--- config.mk ---
export PLATFORM = sky130hd
export DESIGN_NAME = link_frame_receiver
export DESIGN_NICKNAME = d
export VERILOG_FILES = /design/src/lfr_pkg.sv /design/src/link_frame_receiver.sv
export VERILOG_INCLUDE_DIRS = /design/src /design/src/src
export SDC_FILE = /design/constraint.sdc
export NUM_CORES = 1
export LEC_CHECK = 0
export ABC_AREA = 1
export BUFFER_PORTS_ARGS = -buffer_cell sky130_fd_sc_hd__buf_4
export CAP_MARGIN = 20
export CORE_ASPECT_RATIO = 1.25
export CORE_MARGIN = 2
export CORE_UTILIZATION = 40
export CTS_CLUSTER_DIAMETER = 100
export DETAILED_ROUTE_END_ITERATION = 8
export PLACE_DENSITY = 0.59
export SLEW_MARGIN = 20
export SYNTH_ARGS = -nofsm -noshare
export SYNTH_HDL_FRONTEND = slang
export SYNTH_SLANG_ARGS = --single-unit
export TNS_END_PERCENT = 100
--- constraint.sdc ---
create_clock -name clock -period 3.26 [get_ports clock]
set_input_delay 0.652 -clock clock [delete_from_list [all_inputs] [get_ports clock]]
set_output_delay 0.652 -clock clock [all_outputs]
set_load 0.005 [all_outputs]
--- src/link_frame_receiver_defines.svh ---
// Assertion macros for the link frame receiver.
`ifndef LINK_FRAME_RECEIVER_DEFINES_SVH
`define LINK_FRAME_RECEIVER_DEFINES_SVH

`ifndef SYNTH
// Same-cycle implication, sampled on clock, off during reset
`define LFR_ASSERT_COMB(label, ante, cons, msg) \
   label: assert property (@(posedge clock) disable iff (reset) (ante) |-> (cons)) \
      else $error(msg);
// Next-cycle implication, sampled on clock, off during reset
`define LFR_ASSERT_NEXT(label, ante, cons, msg) \
   label: assert property (@(posedge clock) disable iff (reset) (ante) |=> (cons)) \
      else $error(msg);
`else
`define LFR_ASSERT_COMB(label, ante, cons, msg)
`define LFR_ASSERT_NEXT(label, ante, cons, msg)
`endif

`endif

--- src/lfr_pkg.sv ---
// Shared types and constants of the link frame receiver.
`default_nettype none

package lfr_pkg;

   // Framing bytes
   localparam logic [7:0] FLAG_BYTE = 8'h7E;
   localparam logic [7:0] ESC_BYTE  = 8'h7D;
   localparam logic [7:0] ESC_FLAG  = 8'h5E;

   // Control field codes
   localparam logic [7:0] CTL_SET  = 8'h03;
   localparam logic [7:0] CTL_DISC = 8'h0B;
   localparam logic [7:0] CTL_UA   = 8'h07;
   localparam logic [7:0] CTL_SEQ1 = 8'h40;
   localparam logic [7:0] CTL_SEQ0 = 8'h00;

   // Register reset values and sizes
   localparam logic [7:0]  STATION_ADDRESS_RESET = 8'h03;
   localparam int          MAX_PAYLOAD_WIDTH     = 12;
   localparam int          COUNT_WIDTH           = MAX_PAYLOAD_WIDTH + 1;
   localparam logic [MAX_PAYLOAD_WIDTH-1:0] MAX_PAYLOAD_RESET = 12'd494;

   // Register indexes on the csr port
   localparam logic CSR_STATION_ADDRESS = 1'b0;
   localparam logic CSR_MAX_PAYLOAD     = 1'b1;

   // Receive phases
   typedef enum logic [2:0] {
      PH_HUNT   = 3'd0,
      PH_ADDR   = 3'd1,
      PH_CTRL   = 3'd2,
      PH_HCHK   = 3'd3,
      PH_SUPEND = 3'd4,
      PH_DATA   = 3'd5
   } phase_type;

   // Result kinds
   typedef enum logic [2:0] {
      KIND_PAYLOAD = 3'd0,
      KIND_GOOD    = 3'd1,
      KIND_REJECT  = 3'd2,
      KIND_SET     = 3'd3,
      KIND_DISC    = 3'd4,
      KIND_UA      = 3'd5
   } kind_type;

   function automatic logic is_supervision(input logic [7:0] c);
      return (c == CTL_SET) || (c == CTL_DISC) || (c == CTL_UA);
   endfunction

endpackage

`default_nettype wire

--- src/link_frame_receiver.sv ---
// Link frame receiver: byte-stuffed HDLC-like frame parser with destuffing.
//
//   channel  dir  payload                                   handshake
//   req      in   tdata[7:0] rx_byte                        tvalid/tready
//   rsp      out  tuser[2:0] frame_kind,                    tvalid/tready
//                 tdata[7:0] payload_byte, tdata[8] frame_seq
//   csr      in   index 0 station_address, 1 max_payload    wen, no wait
//
// One byte per cycle; each transaction is parsed in the cycle it is accepted
// and its result, if any, lands in the rsp register on the same edge.
// A byte is taken while the rsp register is empty or being drained, so the
// throughput is one byte per cycle as long as rsp_tready stays high.
// Reset (synchronous, active high) returns to flag hunting with sequence 0
// and restores the register defaults; there is no clearing pass.
`default_nettype none

module link_frame_receiver #(
   parameter int MaxPayloadWidth = lfr_pkg::MAX_PAYLOAD_WIDTH
) (
   input  wire logic                       clock,
   input  wire logic                       reset,
   // rx_byte [7:0]
   input  wire logic                       req_tvalid,
   output logic                            req_tready,
   input  wire logic [7:0]                 req_tdata,
   // payload_byte [7:0], frame_seq [8], zero [15:9]
   output logic                            rsp_tvalid,
   input  wire logic                       rsp_tready,
   output logic [15:0]                     rsp_tdata,
   // frame_kind [2:0]
   output logic [2:0]                      rsp_tuser,
   input  wire logic                       csr_wen,
   input  wire logic                       csr_index,
   input  wire logic [MaxPayloadWidth-1:0] csr_wdata
);
   import lfr_pkg::*;

   localparam int CountWidth = MaxPayloadWidth + 1;
   localparam logic [CountWidth-1:0] CountMax = {CountWidth{1'b1}};

   // Configuration registers
   logic [7:0]                 station_address_ff;
   logic [MaxPayloadWidth-1:0] max_payload_ff;

   // Parser state
   phase_type             phase_ff, phase_in;
   logic                  seq_ff, seq_in;
   logic [7:0]            ctl_ff, ctl_in;
   logic                  esc_ff, esc_in;
   logic [7:0]            held_ff, held_in;
   logic [7:0]            chk_ff, chk_in;
   logic [CountWidth-1:0] cnt_ff, cnt_in;

   // Result register
   logic       out_valid_ff;
   kind_type   out_kind_ff, out_kind_in;
   logic [7:0] out_byte_ff, out_byte_in;
   logic       out_seq_ff, out_seq_in;
   logic       emit;

   // Decode of the current byte
   logic                  accept;
   logic                  is_flag;
   logic [7:0]            dctl;
   logic                  ctl_ok;
   logic                  hdr_ok;
   logic                  data_step;
   logic [7:0]            data_val;
   logic                  pay_emit;
   logic                  frame_good;
   logic [CountWidth-1:0] max_ext;

   assign req_tready = !out_valid_ff || rsp_tready;
   assign accept     = req_tvalid && req_tready;
   assign is_flag    = (req_tdata == FLAG_BYTE);
   assign dctl       = seq_ff ? CTL_SEQ1 : CTL_SEQ0;
   assign ctl_ok     = is_supervision(req_tdata) || (req_tdata == dctl);
   assign hdr_ok     = (req_tdata == (station_address_ff ^ ctl_ff));
   assign max_ext    = {1'b0, max_payload_ff};

   // A destuffed data byte: plain byte, or the one after an escape
   assign data_step  = (phase_ff == PH_DATA) && !is_flag && (esc_ff || req_tdata != ESC_BYTE);
   assign data_val   = !esc_ff ? req_tdata : ((req_tdata == ESC_FLAG) ? FLAG_BYTE : ESC_BYTE);
   assign pay_emit   = data_step && (cnt_ff != '0) && (cnt_ff <= max_ext);
   assign frame_good = !esc_ff && (cnt_ff >= CountWidth'(2))
                       && ((cnt_ff - CountWidth'(1)) <= max_ext) && (held_ff == chk_ff);

   // Next phase
   always_comb begin
      phase_in = phase_ff;
      if (accept) begin
         case (phase_ff)
            PH_HUNT: begin
               if (is_flag) phase_in = PH_ADDR;
            end
            PH_ADDR: begin
               if (req_tdata == station_address_ff) phase_in = PH_CTRL;
               else phase_in = is_flag ? PH_ADDR : PH_HUNT;
            end
            PH_CTRL: begin
               if (ctl_ok) phase_in = PH_HCHK;
               else phase_in = is_flag ? PH_ADDR : PH_HUNT;
            end
            PH_HCHK: begin
               if (hdr_ok) phase_in = is_supervision(ctl_ff) ? PH_SUPEND : PH_DATA;
               else phase_in = is_flag ? PH_ADDR : PH_HUNT;
            end
            PH_SUPEND: begin
               phase_in = is_flag ? PH_ADDR : PH_HUNT;
            end
            PH_DATA: begin
               if (is_flag) phase_in = PH_ADDR;
            end
            default: begin
               phase_in = PH_HUNT;
            end
         endcase
      end
   end

   // Frame data state and result
   always_comb begin
      seq_in      = seq_ff;
      ctl_in      = ctl_ff;
      esc_in      = esc_ff;
      held_in     = held_ff;
      chk_in      = chk_ff;
      cnt_in      = cnt_ff;
      emit        = 1'b0;
      out_kind_in = KIND_PAYLOAD;
      out_byte_in = 8'h00;
      out_seq_in  = 1'b0;
      if (accept) begin
         case (phase_ff)
            PH_CTRL: begin
               if (ctl_ok) ctl_in = req_tdata;
            end
            PH_HCHK: begin
               // Data header: start a fresh payload
               if (hdr_ok && !is_supervision(ctl_ff)) begin
                  esc_in  = 1'b0;
                  held_in = 8'h00;
                  chk_in  = 8'h00;
                  cnt_in  = '0;
               end
            end
            PH_SUPEND: begin
               if (is_flag) begin
                  emit = 1'b1;
                  if (ctl_ff == CTL_SET) out_kind_in = KIND_SET;
                  else if (ctl_ff == CTL_DISC) out_kind_in = KIND_DISC;
                  else out_kind_in = KIND_UA;
               end
            end
            PH_DATA: begin
               if (is_flag) begin
                  // Closing flag; aborted if it follows an escape
                  emit        = 1'b1;
                  out_kind_in = frame_good ? KIND_GOOD : KIND_REJECT;
                  out_seq_in  = seq_ff;
                  esc_in      = 1'b0;
                  if (frame_good) seq_in = !seq_ff;
               end else if (data_step) begin
                  esc_in  = 1'b0;
                  held_in = data_val;
                  if (cnt_ff != CountMax) cnt_in = cnt_ff + CountWidth'(1);
                  if (pay_emit) begin
                     emit        = 1'b1;
                     out_kind_in = KIND_PAYLOAD;
                     out_byte_in = held_ff;
                     out_seq_in  = seq_ff;
                     chk_in      = chk_ff ^ held_ff;
                  end
               end else begin
                  esc_in = 1'b1;
               end
            end
            default: begin
            end
         endcase
      end
   end

   // Configuration writes
   always_ff @(posedge clock) begin
      if (reset) begin
         station_address_ff <= STATION_ADDRESS_RESET;
         max_payload_ff     <= MaxPayloadWidth'(MAX_PAYLOAD_RESET);
      end else if (csr_wen) begin
         case (csr_index)
            CSR_STATION_ADDRESS: station_address_ff <= csr_wdata[7:0];
            CSR_MAX_PAYLOAD:     max_payload_ff     <= csr_wdata;
            default: begin
            end
         endcase
      end
   end

   // Parser state registers
   always_ff @(posedge clock) begin
      if (reset) begin
         phase_ff <= PH_HUNT;
         seq_ff   <= 1'b0;
         ctl_ff   <= 8'h00;
         esc_ff   <= 1'b0;
         held_ff  <= 8'h00;
         chk_ff   <= 8'h00;
         cnt_ff   <= '0;
      end else begin
         phase_ff <= phase_in;
         seq_ff   <= seq_in;
         ctl_ff   <= ctl_in;
         esc_ff   <= esc_in;
         held_ff  <= held_in;
         chk_ff   <= chk_in;
         cnt_ff   <= cnt_in;
      end
   end

   // Result register: loads on emit, drains on rsp_tready
   always_ff @(posedge clock) begin
      if (reset) begin
         out_valid_ff <= 1'b0;
      end else if (emit) begin
         out_valid_ff <= 1'b1;
      end else if (rsp_tready) begin
         out_valid_ff <= 1'b0;
      end
   end

   always_ff @(posedge clock) begin
      if (emit) begin
         out_kind_ff <= out_kind_in;
         out_byte_ff <= out_byte_in;
         out_seq_ff  <= out_seq_in;
      end
   end

   assign rsp_tvalid = out_valid_ff;
   assign rsp_tuser  = out_kind_ff;
   assign rsp_tdata  = {7'b0, out_seq_ff, out_byte_ff};

`include "link_frame_receiver_defines.svh"

   `LFR_ASSERT_COMB(a_pay_seq, out_valid_ff && out_kind_ff == KIND_PAYLOAD, out_seq_ff == seq_ff, "payload sequence bit differs from expected")
   `LFR_ASSERT_COMB(a_pay_cnt, out_valid_ff && out_kind_ff == KIND_PAYLOAD, cnt_ff >= CountWidth'(2), "payload byte out with short count")
   `LFR_ASSERT_COMB(a_close_addr, out_valid_ff && out_kind_ff != KIND_PAYLOAD, phase_ff == PH_ADDR, "frame report without address phase")
   `LFR_ASSERT_COMB(a_esc_data, esc_ff, phase_ff == PH_DATA, "escape pending outside data phase")
   `LFR_ASSERT_NEXT(a_flag_close, accept && phase_ff == PH_DATA && is_flag, out_valid_ff && phase_ff == PH_ADDR, "closing flag gave no report")

endmodule

`default_nettype wire
==> results of run 1 <==
==> sequential cells by signal, summed over array words and instances, names as in the netlist <==
register            count
seq_ff                  1
chk_ff                  8
esc_ff                  1
held_ff                 8
ctl_ff                  8
out_seq_ff              1
out_byte_ff             8
rsp_tuser               3
station_address_ff      8
phase_ff                3
max_payload_ff         12
cnt_ff                 13
rsp_tvalid              1
==> how the worst max path moves through the flow <==
stage / from / to / depth (start not counted)
after CTS: cnt_ff[0] / seq_ff / 16
after floorplan: cnt_ff[0] / rsp_tuser[1] / 16
after global routing: cnt_ff[0] / seq_ff / 16
after detailed placement: cnt_ff[0] / seq_ff / 16
final: cnt_ff[0] / seq_ff / 16
after global placement: cnt_ff[0] / rsp_tuser[1] / 16
==> per-stage QoR <==
stage	cell area (sq um)	hold slack, ps	utilization [%]	worst slack (ps)
after floorplan	4898	443.9	-	963.7
after global placement	5249	461.1	43.56	662.5
after detailed placement	5249	466.8	43.56	559.0
after CTS	5534	477.2	45.93	533.9
after global routing	5534	496.4	45.93	271.9
final	5534	476.5	45.93	559.2
==> cell usage in the layout, fill, tap and decap left out, drive strengths merged, types with 20 or more instances in the layout <==
cell   count
nor2      76
xor2      20
nand3     42
a21oi     50
nand2    200
buf       41
o21ai     34
inv      103
dfxtp     63
ha        27
==> critical path, stage by stage (launching register included) <==
cell	delay, ps
dfxtp_1	520
inv_1	200
ha_1	280
nand3_2	120
inv_2	40
nand2_2	100
inv_1	60
nand3_1	70
xor2_1	170
ha_1	260
a21o_1	150
a21oi_1	110
nand2_1	60
nand2_1	130
nand4_1	120
o21ai_0	160
nor2_1	50
==> cell type report <==
class | count | area (sq um) | share of cell area (%)
clock inverter | 7 | 60.06 | 1.085
clock buffer | 9 | 225.2 | 4.070
timing repair buffer | 41 | 307.8 | 5.562
tap | 164 | 205.2 | 3.708
sequential | 75 | 1622 | 29.30
multi-input combinational | 523 | 2735 | 49.42
inverter | 101 | 379.1 | 6.851
==> cell families (layout without fill, tap and decap cells) <==
logic type	after synthesis	in the layout	share of synthesized area [%]
buffers and inverters	129	158	11.11
adder cells (fa/ha/maj)	27	27	6.928
AND/OR/NAND/NOR	363	363	32.82
other	1	7	0.07691
XOR/XNOR	23	23	4.132
AO/OA/AOI/OAI	103	103	11.68
flip-flops	75	75	33.26
==> power breakdown <==
| part | internal, mW | switching, mW |
|---|---|---|
| clock network | 0.529 | 0.431 |
| registers | 0.956 | 0.0106 |
| logic | 0.0719 | 0.130 |
==> routing by layer <==
metal	global-route usage (%)	routed length (um)	vias up
li1	-	-	2373
met1	23.38	5242	2071
met2	33.10	6067	144
met3	3.939	642	22
met4	8.127	369	0
met5	0	0	-
==> summary.md, run 1 <==
| Metric | Value |
|---|---|
| # IOs | 47 |
| Min Clock Period, post-route | around 2700 ps |
| Final Max Tran Viols | 0 |
| # placed instances | approximately 900 |
| Worst path required time | between 3000 and 4000 ps |
| Leak | between 2 and 2.5 nW |
| Hold Crit Class | flop to flop |
| Post-route insts no fill | a little over 900 |
| Max-cap violations | 0 |
| Top cells by area, synth | dfxtp_1, nand2_1, edfxtp_1 |
| Crit path max fanout | 8 |
| Ant diodes | 0 |
| Max Clock Skew | approximately 7.1 ps |
| NumNets Final | around 800 |
| Initial DRC count | around 250 |
| Clk buf depth | 2 |
| # resized after CTS | 0 |
| Num CTS Buffers | 9 |
| Share of cells above drive strength 1 | 12.30% |
| WHS Endpoint | chk_ff[0] |
| Unique masters post-synth | 40 |
| Worst-Margin Slew | ~910 ps |
| Clk sinks | 75 |
| Setup crit end kind | flop |
| Period Utilization, post-route | between 80% and 90% |
| Ys flop type | dfxtp_1 |
| Worst vdd rail ir drop | ~0.00023 V |
| Mapped Cells | approximately 720 |
| CTS clk-pin slew, worst paths | roughly 70 ps |
| Antenna violations before repair | 0 |
| DRC violations left | 0 |
| Ys async rst share | 0% |
| IO buf count | 39 |
| Global-route usage over all layers | 19.37% |
| Die Area | 0.01309 sq mm |
| Final Hold Vio Count | 0 |
| Most frequent cells after synthesis | nand2_1, inv_1, nor2_1 |
| RSZ-0062 raised after global routing | no |
| H-tree Lvls | 3 |
| Postcts setup bufs | 0 |
| Routability cong. | slightly below 0.9 |
| Worst-Skew Late Latency | about 340 ps |
| # rows | between 40 and 50 |
| GRT overflow | 0 |
| Routed vias/inst | ~5 |
| Ys Warns | 0 |
| Overall Power | between 2 and 2.5 mW |
| Die X | 102.8 um |
| DRT Pass-1 Iters | 7 |
| Fill count | 1,266 |
| Post-DRT Antenna Nets | 0 |
| Status | completed |
| Avg Inst Size Synth | approximately 6.8 sq um |
| CTS tree | done |
| Final setup fails | 0 |
| Die height | between 100 and 150 um |
| Routed WL | about 12,000 um |
| R2r setup slk | around 560 ps |
| Share of the synthesized area in the top cell type | about 26% |
| Dpl hpwl | 9536 um |
| Vias in the first global route | roughly 4,200 |
| Hold Startpoint | chk_ff[0] |
| Cell taking the most area after synthesis | dfxtp_1 |
| Vias | between 4,000 and 5,000 |
| Average wire per standard cell | between 10 and 15 um |
| Seq/Total Area, Yosys | between 30% and 40% |
| Hold-fix buffers, CTS | 0 |
| Worst Hold Depth | 2 |
| Clock Tree Root | clkbuf_16 |
| P&R area growth vs syn | 13.50% |
| Critical path launch point type | flop |
| Slew HR | about two fifths |
| Post-synth EDFFs | 12 |
| WP data arrival | 2930 ps |
| Setup CP Type | flop to flop |
| Core footprint | roughly 0.012 sq mm |
| Initial Utilization | between 40 and 50% |
| Mapped Area | approximately 0.0049 sq mm |
| Setup TNS | 0 ps |
| Top-count cell post-synth | nand2_1 |
| Global-route wire length before repair | about 20,000 um |
| R2R depth | 16 |
| Largest net degree at the start of global routing | 33 |
| Maximum clock rate | between 300 and 400 MHz |
| PwrDens | roughly 380 mW/mm^2 |
| R2r startpoint | cnt_ff[0] |
| Post-synthesis register bit count | 75 |
| Critical R2R Capture | seq_ff |
(Power assumes the default switching activity.)
==> run 2: changes to the inputs <==
PLACE_DENSITY = 0.61   (was 0.59)
clock period = 2.4 ns   (was 3.26 ns; I/O delays follow)
==> summary.md, run 2 (synthesis gave the netlist of run 1 again) <==
| Metric | Value |
|---|---|
| Final Hold Vio Count | 0 (unchanged) |
| Worst hold slack | 355.3 ps (was 476.5 ps) |
| Die height | 127.4 um (unchanged) |
| P&R area growth vs syn | 20.63% (was 13.50%) |
| Worst vdd rail ir drop | 0.0004164 V (was 0.0002318 V) |
| Final Max Tran Viols | 0 (unchanged) |
| Status | completed (unchanged) |
| NumNets Final | 833 (was 804) |
| Clk buf depth | 2 (unchanged) |
| CTS tree | done (unchanged) |
| Fill count | 1,254 (was 1,266) |
| Final Util | 48.82% (was 45.93%) |
| # IOs | 47 (unchanged) |
| Clk sinks | 75 (unchanged) |
| IO buf count | 39 (unchanged) |
| Vias | 4,681 (was 4,610) |
| Worst path required time | 2640 ps (was 3490 ps) |
| Routability cong. | 0.9038 (was 0.8918) |
| Worst setup margin | 107.0 ps (was 559.2 ps) |
| Global-route wire length before repair | 21,200 um (was 19,940 um) |
| Post-route insts no fill | 949 (was 920) |
| Max-cap violations | 0 (unchanged) |
| Maximum clock rate | 436.1 MHz (was 370.3 MHz) |
| Share of cells above drive strength 1 | 18.09% (was 12.30%) |
| Core footprint | 0.01205 sq mm (unchanged) |
| Hold Crit Class | input port to flop (was flop to flop) |
| CP max stage delay | 360 ps (was 520 ps) |
| Most common cell after layout, fill and taps aside | nand2_1 (unchanged) |
| RSZ-0062 raised after global routing | yes (was no) |
| Critical-path top delay cell | dfxtp_4 (was dfxtp_1) |
| Post-DRT Antenna Nets | 0 (unchanged) |
| GRT overflow | 0 (unchanged) |
| Routed WL | 12,650 um (was 12,320 um) |
| Leak | 2.623 nW (was 2.425 nW) |
| Setup CP Type | flop to flop (unchanged) |
| Regs by FF count | cnt_ff: 13 flops, max_payload_ff: 12 flops (unchanged) |
| Critical-path cell list | inv_4 -> ha_4 -> nand3_4 -> inv_2 -> nand2_4 -> inv_2 -> nand3_2 -> xor2_1 -> ha_1 -> a21o_1 -> a21oi_2 -> nand2_1 -> nand2_2 -> nand4_1 -> o21ai_2 -> nor2_1 (was inv_1 -> ha_1 -> nand3_2 -> inv_2 -> nand2_2 -> inv_1 -> nand3_1 -> xor2_1 -> ha_1 -> a21o_1 -> a21oi_1 -> nand2_1 -> nand2_1 -> nand4_1 -> o21ai_0 -> nor2_1) |
| Crit path max fanout | 3 (was 8) |
| WP data arrival | 2530 ps (was 2930 ps) |
| Initial Utilization | 40.47% (unchanged) |
| Max reg flops | 13 (unchanged) |
| Vias in the first global route | 4,583 (was 4,217) |
| Critical path launch point type | flop (unchanged) |
| Num CTS Buffers | 9 (unchanged) |
| Initial DRC count | 221 (was 249) |
| Die X | 102.8 um (unchanged) |
| Final setup fails | 0 (unchanged) |
| Ant diodes | 0 (unchanged) |
| Antenna violations before repair | 0 (unchanged) |
| # placed instances | 929 (was 904) |
| CTS clk-pin slew, worst paths | 60 ps (was 70 ps) |
| Setup TNS | 0 ps (unchanged) |
| Reg with most FFs | cnt_ff (unchanged) |
| DP Worst Slack | 6.384 ps (was 559.0 ps) |
| Routed vias/inst | 4.933 (was 5.011) |
| Global-route usage over all layers | 20.53% (was 19.37%) |
| Largest net degree at the start of global routing | 32 (was 33) |
| Dpl hpwl | 9893 um (was 9536 um) |
| Hold-fix buffers, CTS | 0 (unchanged) |
| Setup crit end kind | flop (unchanged) |
| # rows | 45 (unchanged) |
| Max Clock Skew | 5.513 ps (was 7.082 ps) |
| DRC violations left | 0 (unchanged) |
| Min Clock Period, post-route | 2293 ps (was 2701 ps) |
| Die Area | 0.01309 sq mm (unchanged) |
| H-tree Lvls | 3 (unchanged) |
| Worst-Skew Late Latency | 340 ps (about the same) |
| CP dominant cell by count | inv_2 |
| Clock Tree Root | clkbuf_16 (unchanged) |
| DRT Pass-1 Iters | 4 (was 7) |
| Most frequent cells in the layout | nand2_1, inv_1, buf_4, nor2_1, dfxtp_1 (was nand2_1, inv_1, nor2_1, dfxtp_1, a21oi_1) |
| Period Utilization, post-route | 95.54% (was 82.85%) |
| Average wire per standard cell | 13.33 um (was 13.39 um) |
| PwrDens | 526.2 mW/mm^2 (was 384.4 mW/mm^2) |
-- run 2: cell count changes in the layout (fill, tap and decap cells not counted), moves of 3 or more --
cell and change:
buf_4 +28, dfxtp_1 -4, inv_1 -4, nor2_1 -4, dfxtp_2 +3, inv_2 +3
nor2_2 +3
-- run 2: per-layer routing --
metal / GRT usage [%] / wire length, um / up-vias / share of wire, %
met5: 0 / 0 / - / 0
met4: 7.276 / 296 / 0 / 2.3
met3: 3.556 / 464 / 19 / 3.7
met2: 36.60 / 6444 / 88 / 51
met1: 24.41 / 5447 / 2139 / 43
li1: - / - / 2435 / -
-- run 2: final cells by class --
type	instances	area [sq um]	area share, %
repair buffers	70	538.0	9.147
well taps	164	205.2	3.489
inverters	101	381.6	6.488
flip-flops and latches	75	1629	27.70
multi-input cells	523	2804	47.67
clock buffers	9	225.2	3.829
clock inverters	7	98.84	1.680
-- run 2: power breakdown --
| group | switching, mW | total, mW | internal [mW] | leakage, nW |
|---|---|---|---|---|
| clock network | 0.579 | 1.50 | 0.918 | 0.156 |
| logic | 0.180 | 0.286 | 0.106 | 1.81 |
| registers | 0.0148 | 1.31 | 1.30 | 0.653 |
| total | 0.774 | 3.10 | 2.32 | 2.62 |
-- run 2: repair_timing --
action,in CTS,in global routing
resized for setup,3,24
buffers inserted,0,4
endpoints found under the setup margin,2,17
pin swaps,0,9
-- run 2: through the flow --
stage,power (mW),instance area (sq um)
2_1_floorplan,1.525,4898
3_3_place_gp,1.616,5449
4_1_cts,3.127,5778
6_report,3.095,5882
3_5_place_dp,1.623,5449
5_1_grt,3.227,5882
-- run 2: worst max-delay path, delay by kind of cell, from the launching register on --
family,cells,cell delay (ps)
AO/OA/AOI/OAI,3,480
flip-flops,1,360
buffers and inverters,3,190
adder cells (fa/ha/maj),2,460
AND/OR/NAND/NOR,7,560
XOR/XNOR,1,140
-- run 2: worst paths after layout --
path | endpoint | slack, ps | startpoint | depth (start not counted)
max | seq_ff | 110 | cnt_ff[1] | 16
min | max_payload_ff[8] | 360 | csr_wdata[8] | 3
max reg2reg | seq_ff | 110 | cnt_ff[1] | 16
min reg2reg | chk_ff[7] | 470 | chk_ff[7] | 2
==> run 3: changes to the inputs <==
CORE_MARGIN = default   (was 2)
PLACE_DENSITY = default   (was 0.61)
==> summary.md, run 3 (synthesis gave the netlist of run 1 again) <==
| Metric | Value |
|---|---|
| RSZ-0062 raised after global routing | yes (unchanged) |
| Slew HR | 65.80% |
| Max reg flops | 13 (unchanged) |
| Largest net degree at the start of global routing | 32 (unchanged) |
| Final Util | 50.21% (was 48.82%) |
| Core footprint | 0.01173 sq mm (was 0.01205 sq mm) |
| Reg with most FFs | cnt_ff (unchanged) |
| Antenna violations before repair | 0 (unchanged) |
| Ant diodes | 0 (unchanged) |
| Internal power | 2.324 mW (was 2.321 mW) |
| Routed vias/inst | 4.954 (was 4.933) |
| Global-route wire length before repair | 20,910 um (was 21,200 um) |
| Die height | 125.4 um (was 127.4 um) |
| Num CTS Buffers | 9 (unchanged) |
| # IOs | 47 (unchanged) |
| Vias | 4,696 (was 4,681) |
| DRT Pass-1 Iters | 4 (unchanged) |
| Worst vdd rail ir drop | 0.0002509 V (was 0.0004164 V) |
| Regs by FF count | cnt_ff: 13 flops, max_payload_ff: 12 flops (unchanged) |
| Die X | 100.8 um (was 102.8 um) |
| Die Area | 0.01264 sq mm (was 0.01309 sq mm) |
| Dpl hpwl | 9870 um (was 9893 um) |
| Final Max Tran Viols | 0 (unchanged) |
| Final setup fails | 0 (unchanged) |
| Setup crit end kind | flop (unchanged) |
| Clk sinks | 75 (unchanged) |
| Initial DRC count | 165 (was 221) |
| Critical-path cell list | inv_2 -> ha_4 -> nand3_4 -> inv_2 -> nand2_4 -> inv_2 -> nand3_2 -> xor2_1 -> ha_1 -> a21o_1 -> a21oi_1 -> nand2_1 -> nand2_2 -> nand2_1 -> nand2_1 -> a21oi_1 (was inv_4 -> ha_4 -> nand3_4 -> inv_2 -> nand2_4 -> inv_2 -> nand3_2 -> xor2_1 -> ha_1 -> a21o_1 -> a21oi_2 -> nand2_1 -> nand2_2 -> nand4_1 -> o21ai_2 -> nor2_1) |
| Final Hold Vio Count | 0 (unchanged) |
| GR Util met1 | 25.47% (was 24.41%) |
| Critical-path top delay cell | dfxtp_2 (was dfxtp_4) |
| Flop pwr share | 42.3% (was 42.4%) |
| NumNets Final | 835 (was 833) |
| # rows | 44 (was 45) |
| DRC violations left | 0 (unchanged) |
| DP Worst Slack | -8.403 ps (was 6.384 ps) |
| Vias in the first global route | 4,483 (was 4,583) |
| CP max stage delay | 330 ps (was 360 ps) |
| H-tree Lvls | 3 (unchanged) |
| P&R area growth vs syn | 20.76% (was 20.63%) |
| Share of cells above drive strength 1 | 18.17% (was 18.09%) |
| Setup CP Type | flop to flop (unchanged) |
| CTS clk-pin slew, worst paths | 60 ps (about the same) |
| Min Clock Period, post-route | 2273 ps (was 2293 ps) |
| Net Sw Power | 0.7752 mW (was 0.7742 mW) |
| Post-layout instance area | 0.005888 sq mm (was 0.005882 sq mm) |
| GR peak layer | met2 (unchanged) |
| Post-DRT Antenna Nets | 0 (unchanged) |
| M3 GR Usage | 3.018% (was 3.556%) |
| Clk buf depth | 2 (unchanged) |
| Clock Tree Root | clkbuf_16 (unchanged) |
| IO buf count | 39 (unchanged) |
| CP Buf/Inv Count | 3 (unchanged) |
| Logic pwr share | 9.3% (was 9.2%) |
| Leak | 2.626 nW (was 2.623 nW) |
| Status | completed (unchanged) |
| Placement Cell Area | 0.005475 sq mm (was 0.005449 sq mm) |
| WP data arrival | 2370 ps (was 2530 ps) |
| Average wire per standard cell | 13.30 um (was 13.33 um) |
| Worst path required time | 2500 ps (was 2640 ps) |
| Most common cell after layout, fill and taps aside | nand2_1 (unchanged) |
| Fill count | 1,177 (was 1,254) |
| PwrDens | 526.3 mW/mm^2 (was 526.2 mW/mm^2) |
| GRT overflow | 0 (unchanged) |
| Global-route usage over all layers | 21.13% (was 20.53%) |
| Max-cap violations | 0 (unchanged) |
| Worst setup margin | 127.0 ps (was 107.0 ps) |
| Most frequent cells in the layout | nand2_1, inv_1, buf_4, nor2_1, dfxtp_1 (unchanged) |
| Sw Ratio | 25.01% (about the same) |
| Hold Crit Class | input port to flop (unchanged) |
| Initial Utilization | 41.58% (was 40.47%) |
| Worst-Margin Slew | 507.7 ps |
| Clock power share | 48.4% (about the same) |
| Routability cong. | 0.9035 (was 0.9038) |
| Worst-Skew Late Latency | 340 ps (about the same) |
| GRT met2 Usage | 36.66% (was 36.60%) |
| Max Clock Skew | 4.620 ps (was 5.513 ps) |
| Top cell family by delay on the critical path | simple AND/OR/NAND/NOR gates (unchanged) |
| Period Utilization, post-route | 94.71% (was 95.54%) |
| Routed WL | 12,600 um (was 12,650 um) |
| Critical path launch point type | flop (unchanged) |
| CTS tree | done (unchanged) |
| Crit path max fanout | 4 (was 3) |
| Maximum clock rate | 439.9 MHz (was 436.1 MHz) |
## run 3: changes by cell type in the layout (fill, tap and decap cells not counted), sizes merged
cell	before	now
clkinv	4	2
clkinvlp	1	3
buf	70	72
## run 3: what timing repair did
| item | in CTS | in global routing |
|---|---|---|
| gates cloned | 0 | 0 |
| setup buffers | 0 | 2 |
| resized for setup | 1 | 25 |
| hold buffers | 0 | 0 |
| pin swaps | 0 | 8 |
| setup endpoints to repair | 2 | 5 |
## run 3: area by class of cell
| type | count | area (sq um) | share of cell area, % |
|---|---|---|---|
| Timing Repair Buffer | 72 | 553.0 | 9.392 |
| Clock buffer | 9 | 225.2 | 3.825 |
| Tap cell | 161 | 201.4 | 3.421 |
| Clock inverter | 7 | 100.1 | 1.700 |
| Sequential cell | 75 | 1632 | 27.71 |
| Inverter | 101 | 379.1 | 6.439 |
| Multi-Input combinational cell | 523 | 2798 | 47.51 |
## run 3: power by group through the flow
stage	clock network, mW	logic, mW	registers (mW)
3_3_place_gp	0	0.282	1.34
3_5_place_dp	0	0.284	1.34
6_report	1.50	0.287	1.31
5_1_grt	1.58	0.329	1.31
2_1_floorplan	0	0.188	1.34
4_1_cts	1.53	0.286	1.31
## run 3: final timing paths
| check | slack [ps] | start | cells past startpoint | endpoint |
|---|---|---|---|---|
| hold reg to reg | 470 | chk_ff[4] | 2 | chk_ff[4] |
| hold / removal | 360 | csr_wdata[8] | 3 | max_payload_ff[8] |
| setup / recovery | 130 | cnt_ff[1] | 16 | rsp_tuser[1] |
| setup reg to reg | 130 | cnt_ff[1] | 16 | rsp_tuser[1] |
## run 3: per-layer routing
layer | wire length (um) | vias to the layer above
li1 | - | 2441
met1 | 5429 | 2141
met2 | 6345 | 88
met3 | 409 | 26
met4 | 420 | 0
met5 | 0 | -
## run 3: worst reg2reg max path, cell delays in order (launching register included)
cell     delay (ps)
dfxtp_2         330
inv_2            80
ha_4            160
nand3_4          90
inv_2            80
nand2_4          60
inv_2            60
nand3_2          60
xor2_1          160
ha_1            320
a21o_1          160
a21oi_1         130
nand2_1          80
nand2_2         100
nand2_1          50
nand2_1          60
a21oi_1          50
## run 3: through the flow
| stage | setup TNS [ps] | std cells | total power, mW | hold slack [ps] |
|---|---|---|---|---|
| floorplan | 0 | 727 | 1.525 | 443.9 |
| finish | 0 | 948 | 3.099 | 362.4 |
| CTS | 0 | 946 | 3.125 | 360.3 |
| detailed placement | -8.403 | 930 | 1.625 | 463.5 |
| global route | -148.8 | 948 | 3.222 | 379.3 |
| global placement | 0 | 930 | 1.621 | 459.9 |
